$ cat config.mk
export PLATFORM = sky130hd
export DESIGN_NAME = spi_master_with_registers_top_flat
export DESIGN_NICKNAME = d
export VERILOG_FILES = /design/src/sv/smwr_pkg.sv /design/src/sv/smwr_cfg_if.sv /design/src/sv/smwr_req_if.sv /design/src/sv/smwr_rsp_if.sv /design/src/sv/spi_master_with_registers_top.sv /design/src/sv/smwr_core.sv /design/src/flat_wrapper.sv
export SDC_FILE = /design/constraint.sdc
export NUM_CORES = 1
export LEC_CHECK = 0
export BUFFER_PORTS_ARGS = -buffer_cell sky130_fd_sc_hd__buf_2
export CORE_UTILIZATION = 35
export DETAILED_ROUTE_END_ITERATION = 8
export GPL_TIMING_DRIVEN = 0
export PLACE_DENSITY = 0.5
export SYNTH_ARGS = -nofsm -noshare
export SYNTH_HDL_FRONTEND = slang
export SYNTH_SLANG_ARGS = --single-unit
export TNS_END_PERCENT = 100
$ cat constraint.sdc
create_clock -name clk -period 3.4 [get_ports clk]
set_input_delay 0.68 -clock clk [delete_from_list [all_inputs] [get_ports clk]]
set_output_delay 0.68 -clock clk [all_outputs]
set_load 0.01 [all_outputs]
$ cat src/sv/smwr_pkg.sv
// Package: shared types, codes and sizes for the SPI master with registers.
`timescale 1ns / 1ps
package smwr_pkg;

  localparam int DATA_BITS     = 8;
  localparam int DIVIDER_BITS  = 8;
  localparam int BYTE_BITS     = 8;
  localparam int CMD_BITS      = 2;
  localparam int REG_BITS      = 2;
  localparam int CFG_IDX_BITS  = 2;
  localparam int EDGE_BITS     = $clog2(2 * DATA_BITS + 1);
  localparam logic [EDGE_BITS-1:0] EDGE_LAST = EDGE_BITS'(2 * DATA_BITS - 1);

  typedef enum logic [CMD_BITS-1:0] {
    CMD_TICK  = 2'd0,
    CMD_WRITE = 2'd1,
    CMD_READ  = 2'd2,
    CMD_NONE  = 2'd3
  } cmd_t;

  typedef enum logic [REG_BITS-1:0] {
    REG_CONTROL  = 2'd0,
    REG_STATUS   = 2'd1,
    REG_TRANSMIT = 2'd2,
    REG_RECEIVE  = 2'd3
  } reg_t;

  typedef enum logic [CFG_IDX_BITS-1:0] {
    CFG_DIVIDER  = 2'd0,
    CFG_POLARITY = 2'd1,
    CFG_PHASE    = 2'd2,
    CFG_UNUSED   = 2'd3
  } cfg_idx_t;

  typedef struct packed {
    logic [CMD_BITS-1:0]  cmd;
    logic [REG_BITS-1:0]  reg_index;
    logic [BYTE_BITS-1:0] write_data;
    logic                 miso_in;
  } req_t;

  typedef struct packed {
    logic [BYTE_BITS-1:0] read_data;
    logic                 sclk_out;
    logic                 mosi_out;
    logic                 cs_out;
    logic                 busy_res;
  } rsp_t;

  typedef struct packed {
    logic [DIVIDER_BITS-1:0] divider;
    logic                    polarity;
    logic                    phase;
  } cfg_t;

  typedef struct packed {
    logic                    busy;
    logic                    rx_valid;
    logic [EDGE_BITS-1:0]    edge_count;
    logic [DIVIDER_BITS-1:0] tick_count;
  } status_t;

endpackage

$ cat src/sv/smwr_cfg_if.sv
// Interface: configuration write channel.
`timescale 1ns / 1ps
interface smwr_cfg_if;
  import smwr_pkg::*;
  logic                    valid;
  logic                    ready;
  logic [CFG_IDX_BITS-1:0] index;
  logic [BYTE_BITS-1:0]    data;
  modport source (output valid, index, data, input ready);
  modport sink (input valid, index, data, output ready);
endinterface

$ cat src/sv/smwr_req_if.sv
// Interface: request channel (tick, register write, register read).
`timescale 1ns / 1ps
interface smwr_req_if;
  import smwr_pkg::*;
  logic                 valid;
  logic                 ready;
  logic [CMD_BITS-1:0]  cmd;
  logic [REG_BITS-1:0]  reg_index;
  logic [BYTE_BITS-1:0] write_data;
  logic                 miso_in;
  modport source (output valid, cmd, reg_index, write_data, miso_in, input ready);
  modport sink (input valid, cmd, reg_index, write_data, miso_in, output ready);
endinterface

$ cat src/sv/smwr_rsp_if.sv
// Interface: result channel (read data and line levels).
`timescale 1ns / 1ps
interface smwr_rsp_if;
  import smwr_pkg::*;
  logic                 valid;
  logic                 ready;
  logic [BYTE_BITS-1:0] read_data;
  logic                 sclk_out;
  logic                 mosi_out;
  logic                 cs_out;
  logic                 busy_res;
  modport source (output valid, read_data, sclk_out, mosi_out, cs_out, busy_res,
                  input ready);
  modport sink (input valid, read_data, sclk_out, mosi_out, cs_out, busy_res,
                output ready);
endinterface

$ cat src/sv/spi_master_with_registers_top.sv
// Top level: config registers, request register, SPI engine, result register.
// Requests wait in the request register, results in the result register.
// Throughput: one request per cycle; the request and result registers decouple
// the two channels, so a stalled result stops intake only when both are full.
// Reset (rst, synchronous): chip select high, idle, rx-valid clear, config zero,
// both pipeline registers empty.
`timescale 1ns / 1ps
module spi_master_with_registers_top (
  input  logic        clk,
  input  logic        rst,
  smwr_cfg_if.sink    cfg,
  smwr_req_if.sink    req,
  smwr_rsp_if.source  rsp
);
  import smwr_pkg::*;

  cfg_t    cfg_regs;
  logic    req_valid;
  req_t    req_reg;
  logic    rsp_valid;
  rsp_t    rsp_reg;
  rsp_t    core_rsp;
  status_t status;
  logic    step;

  assign cfg.ready = 1'b1;

  always_ff @(posedge clk) begin
    if (rst) begin
      cfg_regs <= '0;
    end else if (cfg.valid) begin
      unique case (cfg_idx_t'(cfg.index))
        CFG_DIVIDER:  cfg_regs.divider  <= DIVIDER_BITS'(cfg.data);
        CFG_POLARITY: cfg_regs.polarity <= cfg.data[0];
        CFG_PHASE:    cfg_regs.phase    <= cfg.data[0];
        CFG_UNUSED: ;
      endcase
    end
  end

  assign step      = req_valid && (!rsp_valid || rsp.ready);
  assign req.ready = !req_valid || step;

  always_ff @(posedge clk) begin
    if (rst) begin
      req_valid <= 1'b0;
    end else if (req.ready) begin
      req_valid <= req.valid;
    end
  end

  always_ff @(posedge clk) begin
    if (req.valid && req.ready) begin
      req_reg <= '{cmd: req.cmd, reg_index: req.reg_index,
                   write_data: req.write_data, miso_in: req.miso_in};
    end
  end

  smwr_core u_core (
    .clk    (clk),
    .rst    (rst),
    .step   (step),
    .req    (req_reg),
    .cfg    (cfg_regs),
    .rsp    (core_rsp),
    .status (status)
  );

  always_ff @(posedge clk) begin
    if (rst) begin
      rsp_valid <= 1'b0;
    end else if (step) begin
      rsp_valid <= 1'b1;
    end else if (rsp.ready) begin
      rsp_valid <= 1'b0;
    end
  end

  always_ff @(posedge clk) begin
    if (step) begin
      rsp_reg <= core_rsp;
    end
  end

  assign rsp.valid     = rsp_valid;
  assign rsp.read_data = rsp_reg.read_data;
  assign rsp.sclk_out  = rsp_reg.sclk_out;
  assign rsp.mosi_out  = rsp_reg.mosi_out;
  assign rsp.cs_out    = rsp_reg.cs_out;
  assign rsp.busy_res  = rsp_reg.busy_res;

  // idle engine always sits with counters cleared
  a_idle_counters: assert property (@(posedge clk) disable iff (rst)
    !status.busy |-> (status.edge_count == '0) && (status.tick_count == '0))
    else $error("idle engine with nonzero counters");

  // a finished transfer leaves a received word flagged
  a_done_rx_valid: assert property (@(posedge clk) disable iff (rst)
    !$past(rst) && $fell(status.busy) |-> status.rx_valid)
    else $error("transfer ended without rx-valid");

  // every processed request shows up as a result next cycle
  a_step_result: assert property (@(posedge clk) disable iff (rst)
    step |=> rsp.valid)
    else $error("processed request produced no result");

  // a request held in the input register is kept until processed
  a_req_hold: assert property (@(posedge clk) disable iff (rst)
    req_valid && !step |=> req_valid)
    else $error("pending request lost");

endmodule

$ cat src/sv/smwr_core.sv
// SPI engine: register file, divider, shifter and per-request result logic.
`timescale 1ns / 1ps
module smwr_core (
  input  logic             clk,
  input  logic             rst,
  input  logic             step,
  input  smwr_pkg::req_t   req,
  input  smwr_pkg::cfg_t   cfg,
  output smwr_pkg::rsp_t   rsp,
  output smwr_pkg::status_t status
);
  import smwr_pkg::*;

  logic                    cs_bit, cs_bit_next;
  logic                    busy, busy_next;
  logic                    rx_valid, rx_valid_next;
  logic [DATA_BITS-1:0]    shift_reg, shift_reg_next;
  logic [DATA_BITS-1:0]    rx_byte, rx_byte_next;
  logic [DIVIDER_BITS-1:0] tick_count, tick_count_next;
  logic [EDGE_BITS-1:0]    edge_count, edge_count_next;
  logic                    sclk_level, sclk_level_next;
  logic                    sample_bit, sample_bit_next;
  logic [BYTE_BITS-1:0]    read_data;
  logic                    leading;
  cmd_t                    cmd;
  reg_t                    reg_sel;

  assign cmd     = cmd_t'(req.cmd);
  assign reg_sel = reg_t'(req.reg_index);
  assign leading = ~edge_count[0];

  always_comb begin
    cs_bit_next     = cs_bit;
    busy_next       = busy;
    rx_valid_next   = rx_valid;
    shift_reg_next  = shift_reg;
    rx_byte_next    = rx_byte;
    tick_count_next = tick_count;
    edge_count_next = edge_count;
    sclk_level_next = sclk_level;
    sample_bit_next = sample_bit;
    read_data       = '0;
    unique case (cmd)
      CMD_TICK: begin
        if (busy) begin
          if (tick_count < cfg.divider) begin
            tick_count_next = tick_count + DIVIDER_BITS'(1);
          end else begin
            tick_count_next = '0;
            sclk_level_next = ~sclk_level;
            if (!cfg.phase) begin
              if (leading) begin
                sample_bit_next = req.miso_in;
              end else begin
                shift_reg_next = {shift_reg[DATA_BITS-2:0], sample_bit};
              end
            end else if (!leading) begin
              shift_reg_next = {shift_reg[DATA_BITS-2:0], req.miso_in};
            end
            if (edge_count == EDGE_LAST) begin
              rx_byte_next    = shift_reg_next;
              rx_valid_next   = 1'b1;
              busy_next       = 1'b0;
              edge_count_next = '0;
            end else begin
              edge_count_next = edge_count + EDGE_BITS'(1);
            end
          end
        end
      end
      CMD_WRITE: begin
        unique case (reg_sel)
          REG_CONTROL: cs_bit_next = req.write_data[0];
          REG_TRANSMIT: begin
            if (!busy) begin
              shift_reg_next  = DATA_BITS'(req.write_data);
              busy_next       = 1'b1;
              tick_count_next = '0;
              edge_count_next = '0;
              sample_bit_next = 1'b0;
              sclk_level_next = cfg.polarity;
            end
          end
          REG_STATUS, REG_RECEIVE: ;
        endcase
      end
      CMD_READ: begin
        unique case (reg_sel)
          REG_CONTROL: read_data = BYTE_BITS'(cs_bit);
          REG_STATUS:  read_data = BYTE_BITS'({rx_valid, busy});
          REG_RECEIVE: begin
            read_data     = BYTE_BITS'(rx_byte);
            rx_valid_next = 1'b0;
          end
          REG_TRANSMIT: ;
        endcase
      end
      CMD_NONE: ;
    endcase
  end

  always_comb begin
    rsp.read_data = read_data;
    rsp.sclk_out  = busy_next ? sclk_level_next : cfg.polarity;
    rsp.mosi_out  = busy_next & shift_reg_next[DATA_BITS-1];
    rsp.cs_out    = cs_bit_next;
    rsp.busy_res  = busy_next;
  end

  assign status = '{busy: busy, rx_valid: rx_valid, edge_count: edge_count,
                    tick_count: tick_count};

  always_ff @(posedge clk) begin
    if (rst) begin
      cs_bit     <= 1'b1;
      busy       <= 1'b0;
      rx_valid   <= 1'b0;
      shift_reg  <= '0;
      rx_byte    <= '0;
      tick_count <= '0;
      edge_count <= '0;
      sclk_level <= 1'b0;
      sample_bit <= 1'b0;
    end else if (step) begin
      cs_bit     <= cs_bit_next;
      busy       <= busy_next;
      rx_valid   <= rx_valid_next;
      shift_reg  <= shift_reg_next;
      rx_byte    <= rx_byte_next;
      tick_count <= tick_count_next;
      edge_count <= edge_count_next;
      sclk_level <= sclk_level_next;
      sample_bit <= sample_bit_next;
    end
  end

endmodule
$ cat src/flat_wrapper.sv
// flat-port wrapper written by rule: the top's interface ports become plain ports
module spi_master_with_registers_top_flat import smwr_pkg::*;
  (clk, rst, cfg_valid, cfg_index, cfg_data, cfg_ready, req_valid, req_cmd, req_reg_index, req_write_data, req_miso_in, req_ready, rsp_valid, rsp_read_data, rsp_sclk_out, rsp_mosi_out, rsp_cs_out, rsp_busy_res, rsp_ready);
  smwr_cfg_if cfg_i ();
  smwr_req_if req_i ();
  smwr_rsp_if rsp_i ();
  input  logic clk;
  input  logic rst;
  input wire logic [$bits(cfg_i.valid)-1:0] cfg_valid;
  input wire logic [$bits(cfg_i.index)-1:0] cfg_index;
  input wire logic [$bits(cfg_i.data)-1:0] cfg_data;
  output wire logic [$bits(cfg_i.ready)-1:0] cfg_ready;
  input wire logic [$bits(req_i.valid)-1:0] req_valid;
  input wire logic [$bits(req_i.cmd)-1:0] req_cmd;
  input wire logic [$bits(req_i.reg_index)-1:0] req_reg_index;
  input wire logic [$bits(req_i.write_data)-1:0] req_write_data;
  input wire logic [$bits(req_i.miso_in)-1:0] req_miso_in;
  output wire logic [$bits(req_i.ready)-1:0] req_ready;
  output wire logic [$bits(rsp_i.valid)-1:0] rsp_valid;
  output wire logic [$bits(rsp_i.read_data)-1:0] rsp_read_data;
  output wire logic [$bits(rsp_i.sclk_out)-1:0] rsp_sclk_out;
  output wire logic [$bits(rsp_i.mosi_out)-1:0] rsp_mosi_out;
  output wire logic [$bits(rsp_i.cs_out)-1:0] rsp_cs_out;
  output wire logic [$bits(rsp_i.busy_res)-1:0] rsp_busy_res;
  input wire logic [$bits(rsp_i.ready)-1:0] rsp_ready;
  assign cfg_i.valid = cfg_valid;
  assign cfg_i.index = cfg_index;
  assign cfg_i.data = cfg_data;
  assign cfg_ready = cfg_i.ready;
  assign req_i.valid = req_valid;
  assign req_i.cmd = req_cmd;
  assign req_i.reg_index = req_reg_index;
  assign req_i.write_data = req_write_data;
  assign req_i.miso_in = req_miso_in;
  assign req_ready = req_i.ready;
  assign rsp_valid = rsp_i.valid;
  assign rsp_read_data = rsp_i.read_data;
  assign rsp_sclk_out = rsp_i.sclk_out;
  assign rsp_mosi_out = rsp_i.mosi_out;
  assign rsp_cs_out = rsp_i.cs_out;
  assign rsp_busy_res = rsp_i.busy_res;
  assign rsp_i.ready = rsp_ready;
  spi_master_with_registers_top u_core (.clk(clk), .rst(rst), .cfg(cfg_i), .req(req_i), .rsp(rsp_i));
endmodule
==> results of run 1 <==
-- through the flow --
stage | total power (µW) | instances | cell area [µm²] | util (%)
final | 1738 | 508 | 3956 | 42.41
after global routing | 1820 | 508 | 3956 | 42.41
after CTS | 1760 | 508 | 3956 | 42.41
after detailed placement | 1107 | 492 | 3771 | 40.43
after global placement | 1106 | 492 | 3771 | 40.43
after floorplan | 1049 | 323 | 3410 | -
-- power by group through the flow --
| stage | Sequential (µW) | Clock [µW] | Combinational [µW] |
|---|---|---|---|
| after CTS | 923 | 672 | 165 |
| after detailed placement | 943 | 0 | 165 |
| after global routing | 926 | 714 | 180 |
| final | 923 | 652 | 163 |
| after floorplan | 942 | 0 | 108 |
| after global placement | 942 | 0 | 163 |
-- metal layers --
layer	routed length (µm)	global-route usage, %	part of all wire [%]
met3	237	2.774	3.2
met5	0	0	0
met1	4101	24.64	55
met4	132	7.469	1.8
met2	2979	22.44	40
-- placed cells by master, fill, tap and decap left out, types with 2 or more instances in the layout --
cell,n
a211oi_1,8
a21o_1,2
a21oi_1,21
a21oi_2,3
a21oi_4,2
a221oi_2,3
a311oi_1,5
a31oi_1,4
and2_1,7
and3_1,6
buf_1,2
buf_2,41
buf_6,5
clkbuf_1,4
clkbuf_8,11
clkinvlp_4,2
dfxtp_1,46
edfxtp_1,25
ha_1,9
inv_1,10
inv_6,4
mux2_2,7
mux2i_1,15
nand2_1,11
nand2b_1,6
nand3_1,7
nand3b_1,6
nor2_1,49
nor2b_1,4
nor3_1,10
nor3_2,5
nor3_4,2
nor3b_1,3
o21ai_0,3
o221a_2,2
-- layout make-up --
class	count	area share, %
Tap cell	129	4.080
Multi-Input combinational cell	225	39.66
Timing Repair Buffer	40	5.060
Buffer	16	3.226
Clock inverter	7	1.550
Inverter	11	1.044
Clock buffer	9	3.131
Sequential cell	71	42.25
-- cell usage after synthesis, types with 2 or more instances --
library cell,instances
clkbuf_8,2
nor3_2,5
buf_6,5
a211oi_1,8
mux2i_1,15
and3_1,6
and2_1,7
a21oi_4,2
clkbuf_1,4
nor3_4,2
nand3b_1,6
a21oi_2,3
o21ai_0,3
nor3b_1,3
nor2_1,49
a221oi_2,3
nand3_1,7
mux2_2,7
buf_1,2
o221a_2,2
inv_1,10
a21o_1,2
nor3_1,10
nor2b_1,4
dfxtp_1,46
nand2_1,11
edfxtp_1,25
a311oi_1,5
nand2b_1,6
a31oi_1,4
a21oi_1,21
ha_1,9
-- worst max-delay path, stage by stage, from the launching register on --
cell,delay [ns]
dfxtp_1,0.43
ha_1,0.27
a21o_1,0.18
a221o_1,0.36
a21oi_2,0.47
nor2_2,0.17
a221oi_2,0.32
nor3_2,0.07
-- worst paths after layout --
path / from / endpoint / slack, ns
setup / recovery: u_core.u_core.tick_count[4] / u_core.u_core.shift_reg[0] / 1.0
hold / removal: u_core.u_core.edge_count[4] / u_core.u_core.edge_count[4] / 0.48
setup reg to reg: u_core.u_core.tick_count[4] / u_core.u_core.shift_reg[0] / 1.0
hold reg to reg: u_core.u_core.edge_count[4] / u_core.u_core.edge_count[4] / 0.48
-- cell families (layout without fill, tap and decap cells) --
group / after synthesis / after routing / synth area share, %
AO/OA/AOI/OAI: 67 / 67 / 15.19
adder cells (fa/ha/maj): 9 / 9 / 3.303
buffers and inverters: 27 / 83 / 4.954
flip-flops: 71 / 71 / 49.03
multiplexers: 22 / 22 / 6.716
other: 1 / 1 / 0.1100
AND/OR/NAND/NOR: 126 / 126 / 20.70
==> flow_summary.json, run 1 <==
{
  "clock_skew_ns": 0.01295,
  "clk_pin_slew_ns": 0.08,
  "postSynthCellCount": 323,
  "largest_register_ffs": 13,
  "grt_max_degree": 17,
  "yosysUniqueCellTypes": 61,
  "hold_viol": 0,
  "ioPinCount": 43,
  "die_h_um": 100.7,
  "ctsResizeCount": 0,
  "dieArea_um2": 10140,
  "slew-limit-headroom_pct": 37.51,
  "wl_per_cell_um": 14.67,
  "fin_crit_ns": 2.405,
  "rows": 35,
  "final_nets": 411,
  "grt_pass1_vias": 2362,
  "yosysSeqAreaShare_pct": 49.03,
  "p_sw_share_pct": 28.10,
  "cp-end-kind": "flip-flop",
  "synth_top_area_share_pct": 27.01,
  "post_cts_buffers": 0,
  "cp.arrival_ns": 2.61,
  "crit_type": "flip-flop to flip-flop",
  "syn_area_um2": 3410,
  "diodes": 0,
  "min_period_over_period_pct": 70.72,
  "fin_setup_tns_ns": 0,
  "setup_slack_ns": 0.9955,
  "drt_pass1_iterations": 4,
  "cts_buffer_depth": 2,
  "tightestPinTransition_ns": 0.9354,
  "gp_congestion": 0.7097,
  "synth_fp_nets": 360,
  "start_kind": "flip-flop",
  "avgViaCountPerCell": 4.906,
  "hold_path_depth": 1,
  "ir_drop_mv": 0.1628,
  "finalSetupViolations": 0,
  "numCtsBuffers": 9,
  "cts_sinks": 71,
  "reg2reg_depth": 7,
  "fp.coreArea_um2": 9328,
  "rsz0062_at_grt": "no",
  "grt_use_total_pct": 16.33,
  "layout-drive-gt1-share_pct": 26.91,
  "synth_top_flop_cell": "dfxtp_1",
  "fillers": 908,
  "ys.warnings.count": 0,
  "p_switching_uw": 488.4,
  "max_freq_mhz": 415.9,
  "ant_nets": 0,
  "holdWs_ns": 0.4756,
  "clkPwrFrac_pct": 37.5,
  "antenna_found_initial": 0,
  "drc_errors": 0,
  "initial_core_util_pct": 36.55,
  "pwr-share-seq_pct": 53.1,
  "power_density_nw_per_um2": 439.3,
  "clockRootBuffer": "clkbuf_8",
  "dpl.hpwl_um": 5380,
  "yosys.area.top_type": "dfxtp_1",
  "hold_path_class": "flip-flop to flip-flop",
  "outcome": "finished clean",
  "wl_um": 7450,
  "required_ns": 3.61,
  "dr_total_vias": 2492,
  "cts_tree": "yes",
  "p_comb_share_pct": 9.4,
  "areaGrowthSynthToFinish_pct": 16.04,
  "maxCapViolations": 0,
  "multi_input_area_um2": 1569,
  "ys_async_sr_fraction_pct": 0,
  "synth_area_leaders": "dfxtp_1 27%, edfxtp_1 22%, nor2_1 5.4%",
  "seq_area_um2": 1672,
  "drt_iter0_markers": 83,
  "insertion_delay_ns": 0.35,
  "ys_seq_elements": 71,
  "portBuffers": 40,
  "cp_max_fo": 9,
  "p_int_uw": 1250,
  "synth_edf_count": 25,
  "grt_overflow_total": 0,
  "die_w_um": 100.7,
  "htree_levels": 3,
  "cts_hold_buf": 0,
  "place_ws_ns": 0.9817,
  "grt_first_pass_wirelength_um": 12480,
  "p_leak_uw": 0.001460,
  "postSynthAreaPerCell_um2": 10.56,
  "drv_slew": 0
}
Power figures use the tool's default switching activity.
==> run 2: changes to the inputs <==
Clock period 3.4 ns to 2.5 ns, I/O delays scaled along.
==> run 2 against run 1 <==
  * Die area stayed put
  * Register-to-register slack lost 0.83 ns
  * Fmax up 2.8%
  * Clock skew is 0.0011 ns lower
==> flow_summary.json, run 2 (synthesized netlist as in run 1, its figures left out) <==
{
  "outcome": "finished clean",
  "start_kind": "flip-flop",
  "placed_area_um2": 3771,
  "slowest_stage": "dfxtp_1",
  "setup_slack_ns": 0.1607,
  "insertion_delay_ns": 0.35,
  "avgViaCountPerCell": 4.906,
  "hold_path_depth": 1,
  "layout.cells.non_filler": 508,
  "initial_core_util_pct": 36.55,
  "diodes": 0,
  "cts_sinks": 71,
  "p_leak_uw": 0.001461,
  "cpPeakStageDelay_ns": 0.43,
  "layout_common_cells": "49 x nor2_1, 46 x dfxtp_1, 41 x buf_2, 25 x edfxtp_1, 21 x a21oi_1",
  "cts_buffer_depth": 2,
  "cts_tree": "yes",
  "rsz0062_at_grt": "no",
  "placedCellCount": 492,
  "tightestPinTransition_ns": 0.9349,
  "crit_buf_inv": 2,
  "die_w_um": 100.7,
  "drt_iter0_markers": 68,
  "ant_nets": 0,
  "cp-end-kind": "flip-flop",
  "grt_max_degree": 17,
  "fin_crit_ns": 2.339,
  "grt_first_pass_wirelength_um": 12480,
  "crit_type": "flip-flop to flip-flop",
  "areaGrowthSynthToFinish_pct": 16.26,
  "dr_total_vias": 2492,
  "r2r_end": "u_core.rsp.mosi_out",
  "post-route-cell-area_um2": 3964,
  "wl_per_cell_um": 14.66,
  "rows": 35,
  "portBuffers": 40,
  "place_ws_ns": 0.08166,
  "dieArea_um2": 10140,
  "antenna_found_initial": 0,
  "reg2reg_depth": 8,
  "maxCapViolations": 0,
  "clk_pin_slew_ns": 0.09,
  "power_density_nw_per_um2": 596.5,
  "ir_drop_mv": 0.2209,
  "grt_pass1_vias": 2362,
  "worstHoldEndpoint": "u_core.req_reg[10]",
  "fp.coreArea_um2": 9328,
  "hold_viol": 0,
  "gp_congestion": 0.7097,
  "drt_pass1_iterations": 4,
  "slew-limit-headroom_pct": 37.54,
  "finalSetupViolations": 0,
  "die_h_um": 100.7,
  "cp_num_cells": 8,
  "r2r_setup_slack_ns": 0.16,
  "cp_max_fo": 10,
  "max_freq_mhz": 427.5,
  "cp_top_family": "compound AO/OA/AOI/OAI gates",
  "final_nets": 411,
  "numCtsBuffers": 9,
  "fin_setup_tns_ns": 0,
  "mostFrequentLayoutCell": "nor2_1",
  "cts_hold_buf": 0,
  "clock_skew_ns": 0.01185,
  "grt_use_total_pct": 16.33,
  "drv_slew": 0,
  "layout-drive-gt1-share_pct": 26.91,
  "hp-start": "req_reg_index[1]",
  "ioPinCount": 43,
  "required_ns": 2.66,
  "htree_levels": 3,
  "largest_register_ffs": 13,
  "grt_overflow_total": 0,
  "wl_um": 7447,
  "min_period_over_period_pct": 93.57,
  "rr_startpoint": "u_core.u_core.tick_count[4]",
  "hold_path_class": "input port to flip-flop",
  "crit_chain": "ha_1, a21o_1, a221o_1, a21o_4, buf_6, a21oi_4, inv_2, o31ai_1",
  "clockRootBuffer": "clkbuf_8",
  "cp.arrival_ns": 2.50,
  "dpl.hpwl_um": 5380,
  "drc_errors": 0
}
## run 2: changes by cell type in the layout (fill, tap and decap cells not counted)
cell | before | now
a21oi_4 | 2 | 3
a21oi_2 | 3 | 2
## run 2: how the worst max path moves through the flow
stage | startpoint | endpoint
after floorplan | u_core.u_core.tick_count[4] | u_core.u_core.shift_reg[0]
after global placement | u_core.u_core.tick_count[4] | u_core.u_core.shift_reg[0]
after global routing | u_core.u_core.tick_count[4] | u_core.rsp.mosi_out
after detailed placement | u_core.u_core.tick_count[4] | u_core.u_core.shift_reg[0]
final | u_core.u_core.tick_count[4] | u_core.rsp.mosi_out
after CTS | u_core.u_core.tick_count[4] | u_core.u_core.shift_reg[0]
## run 2: repair_timing
item	in CTS	in global routing
resized for setup	0	1
buffers inserted	0	0
endpoints found under the setup margin	0	2
## run 2: final cells by class
| cell class | count | area [µm²] |
|---|---|---|
| tap | 129 | 161.4 |
| timing repair buffer | 40 | 200.2 |
| inverter | 11 | 41.29 |
| clock inverter | 7 | 61.31 |
| clock buffer | 9 | 123.9 |
| fill | 908 | 5364 |
| sequential | 71 | 1672 |
| multi-input combinational | 225 | 1577 |
| buffer | 16 | 127.6 |
## run 2: report_power, final
group | switching, µW | internal (µW)
registers | 24.1 | 1230
logic | 136 | 89.2
clock network | 503 | 381
## run 2: per-layer routing
metal,routed length (µm),GRT usage [%]
met4,132,7.469
met2,2967,22.44
met1,4100,24.64
met3,246,2.774
met5,0,0
## run 2: per-stage QoR
step | hold slack (ns) | total power [µW] | utilization [%]
floorplan | 0.4515 | 1427 | -
global placement | 0.4606 | 1504 | 40.43
detailed placement | 0.4662 | 1506 | 40.43
CTS | 0.3017 | 2393 | 42.41
global route | 0.2896 | 2478 | 42.50
finish | 0.3150 | 2364 | 42.50
==> run 3: changes to the inputs <==
Settings changed: ABC_AREA set to 1.
==> run 3 against run 2 <==
  * Die area fell by 3.8%
  * Largest cell class unchanged
  * Total power is 1.1% higher
  * Synthesized area is 3.9% lower
  * Routed wire length down 3.1%
  * Via count up 8.1%
  * Critical path depth rose by 3
  * Highest routed layer unchanged
  * Clock skew down 0.0012 ns
  * Count of clock-buffer cells in the layout did not move
  * Utilization increased by 0.40 points
==> flow_summary.json, run 3 <==
{
  "synth.most_common_cell": "nand2_1",
  "wl_um": 7215,
  "largest_register_ffs": 13,
  "syn_area_um2": 3278,
  "cp.arrival_ns": 2.16,
  "synth_commonest_cells": "74 x nand2_1, 47 x a21oi_1, 46 x dfxtp_1",
  "cts_tree": "yes",
  "htree_levels": 3,
  "wl_per_cell_um": 12.82,
  "ys_seq_elements": 71,
  "post_cts_buffers": 0,
  "ioPinCount": 43,
  "ctsResizeCount": 0,
  "crit_type": "flip-flop to flip-flop",
  "yosysUniqueCellTypes": 32,
  "required_ns": 2.67,
  "hold_viol": 0,
  "grt_pass1_vias": 2569,
  "postSynthAreaPerCell_um2": 8.237,
  "cts_sinks": 71,
  "drt_pass1_iterations": 5,
  "synth_edf_count": 25,
  "antenna_found_initial": 0,
  "outcome": "finished clean",
  "avgViaCountPerCell": 4.783,
  "p_leak_uw": 0.001567,
  "layout_common_cells": "74 x nand2_1, 47 x a21oi_1, 46 x dfxtp_1, 44 x inv_1, 42 x buf_2",
  "drv_slew": 0,
  "power_density_nw_per_um2": 627.0,
  "ys.warnings.count": 0,
  "mostFrequentLayoutCell": "nand2_1",
  "die_h_um": 98.78,
  "initial_core_util_pct": 36.87,
  "fin_crit_ns": 1.987,
  "multi_input_area_um2": 1360,
  "max_freq_mhz": 503.2,
  "maxCapViolations": 0,
  "rows": 34,
  "start_kind": "flip-flop",
  "cp_max_fo": 10,
  "placed_area_um2": 3618,
  "postSynthCellCount": 398,
  "ir_drop_mv": 0.2199,
  "numCtsBuffers": 9,
  "cts_hold_buf": 0,
  "final_nets": 487,
  "ant_nets": 0,
  "clk_pin_slew_ns": 0.08,
  "fp.coreArea_um2": 8891,
  "crit_chain": "inv_1, ha_1, a21oi_1, nor2_1, nor3_2, nand2_4, nand2_2, nand2_1, nand3_2, inv_1, a21oi_1",
  "slew-limit-headroom_pct": 58.76,
  "fillers": 917,
  "layout.cells.non_filler": 563,
  "grt_first_pass_wirelength_um": 12410,
  "seq_area_um2": 1672,
  "insertion_delay_ns": 0.35,
  "drc_errors": 0,
  "cp-end-kind": "flip-flop",
  "grt_use_total_pct": 16.31,
  "yosys.area.top_type": "dfxtp_1",
  "yosysSeqAreaShare_pct": 50.99,
  "grt_max_degree": 18,
  "dieArea_um2": 9757,
  "cpPeakStageDelay_ns": 0.32,
  "synth_top_area_share_pct": 28.09,
  "hold_path_class": "input port to flip-flop",
  "layout-drive-gt1-share_pct": 18.46,
  "portBuffers": 41,
  "synth_area_leaders": "dfxtp_1 28%, edfxtp_1 23%, nand2_1 8.5%",
  "diodes": 0,
  "slowest_stage": "dfxtp_1",
  "areaGrowthSynthToFinish_pct": 16.34,
  "gp_congestion": 0.7776,
  "rsz0062_at_grt": "no",
  "post-route-cell-area_um2": 3814,
  "fin_setup_tns_ns": 0,
  "cts_buffer_depth": 2,
  "synth_top_flop_cell": "dfxtp_1",
  "die_w_um": 98.78,
  "drt_iter0_markers": 58,
  "synth_fp_nets": 435,
  "grt_overflow_total": 0,
  "placedCellCount": 547,
  "ys_async_sr_fraction_pct": 0,
  "clockRootBuffer": "clkbuf_8",
  "tightestPinTransition_ns": 0.6179,
  "dr_total_vias": 2693,
  "finalSetupViolations": 0,
  "min_period_over_period_pct": 79.50,
  "dpl.hpwl_um": 5316,
  "clock_skew_ns": 0.01061
}
==> run 3: path summary, 6_finish.rpt <==
kind | start | endpoint | slack (ns) | cells after the start
worst min-delay path | req_write_data[2] | u_core.req_reg[3] | 0.31 | 1
worst max register to register | u_core.cfg_regs[7] | u_core.rsp.mosi_out | 0.51 | 11
worst min register to register | u_core.cfg_regs[8] | u_core.cfg_regs[8] | 0.46 | 2
worst max-delay path | u_core.cfg_regs[7] | u_core.rsp.mosi_out | 0.51 | 11
==> run 3: report_power, final <==
group,switching [µW],internal (µW)
registers,22.2,1240
clock network,451,462
logic,143,73.2
==> run 3: per-stage QoR <==
step | setup slack [ns] | power, µW | utilization (%) | hold WS, ns
after global routing | 0.3189 | 2494 | 42.89 | 0.3011
after detailed placement | 0.3377 | 1506 | 40.70 | 0.4567
after global placement | 0.3698 | 1504 | 40.70 | 0.4502
final | 0.5126 | 2391 | 42.89 | 0.3146
after CTS | 0.5110 | 2414 | 42.89 | 0.3058
after floorplan | 0.7480 | 1428 | - | 0.4331
==> run 3: logic make-up (layout without fill, tap and decap cells) <==
family	Yosys count	count (layout)	share of synthesized area [%]
AO/OA/AOI/OAI	96	96	15.04
other	1	1	0.1144
buffers and inverters	60	117	7.519
AND/OR/NAND/NOR	158	158	22.10
flip-flops	71	71	50.99
adder cells (fa/ha/maj)	9	9	3.435
XOR/XNOR	3	3	0.8017
==> run 3: metal layers <==
metal,vias to the layer above,global-route usage [%],routed length [µm]
met1,1186,22.16,3733
li1,1430,-,-
met4,0,6.429,104
met2,68,24.85,2977
met3,9,4.113,401
met5,-,0,0
==> run 3: worst max-delay path, delay by kind of cell (launching register included) <==
kind / cells / cell delay [ns]
simple gates: 6 / 0.76
compound gates: 2 / 0.33
fa+ha+maj: 1 / 0.28
buf+inv: 2 / 0.12
flops: 1 / 0.32
==> run 3: final cells by class <==
type                            count  share of cell area, %
Clock inverter                      7                  1.870
Clock buffer                        9                  3.248
Timing Repair Buffer               41                  5.381
Multi-Input combinational cell    267                  35.66
Inverter                           51                  5.052
Buffer                              9                  1.411
Sequential cell                    71                  43.83
Tap cell                          108                  3.543
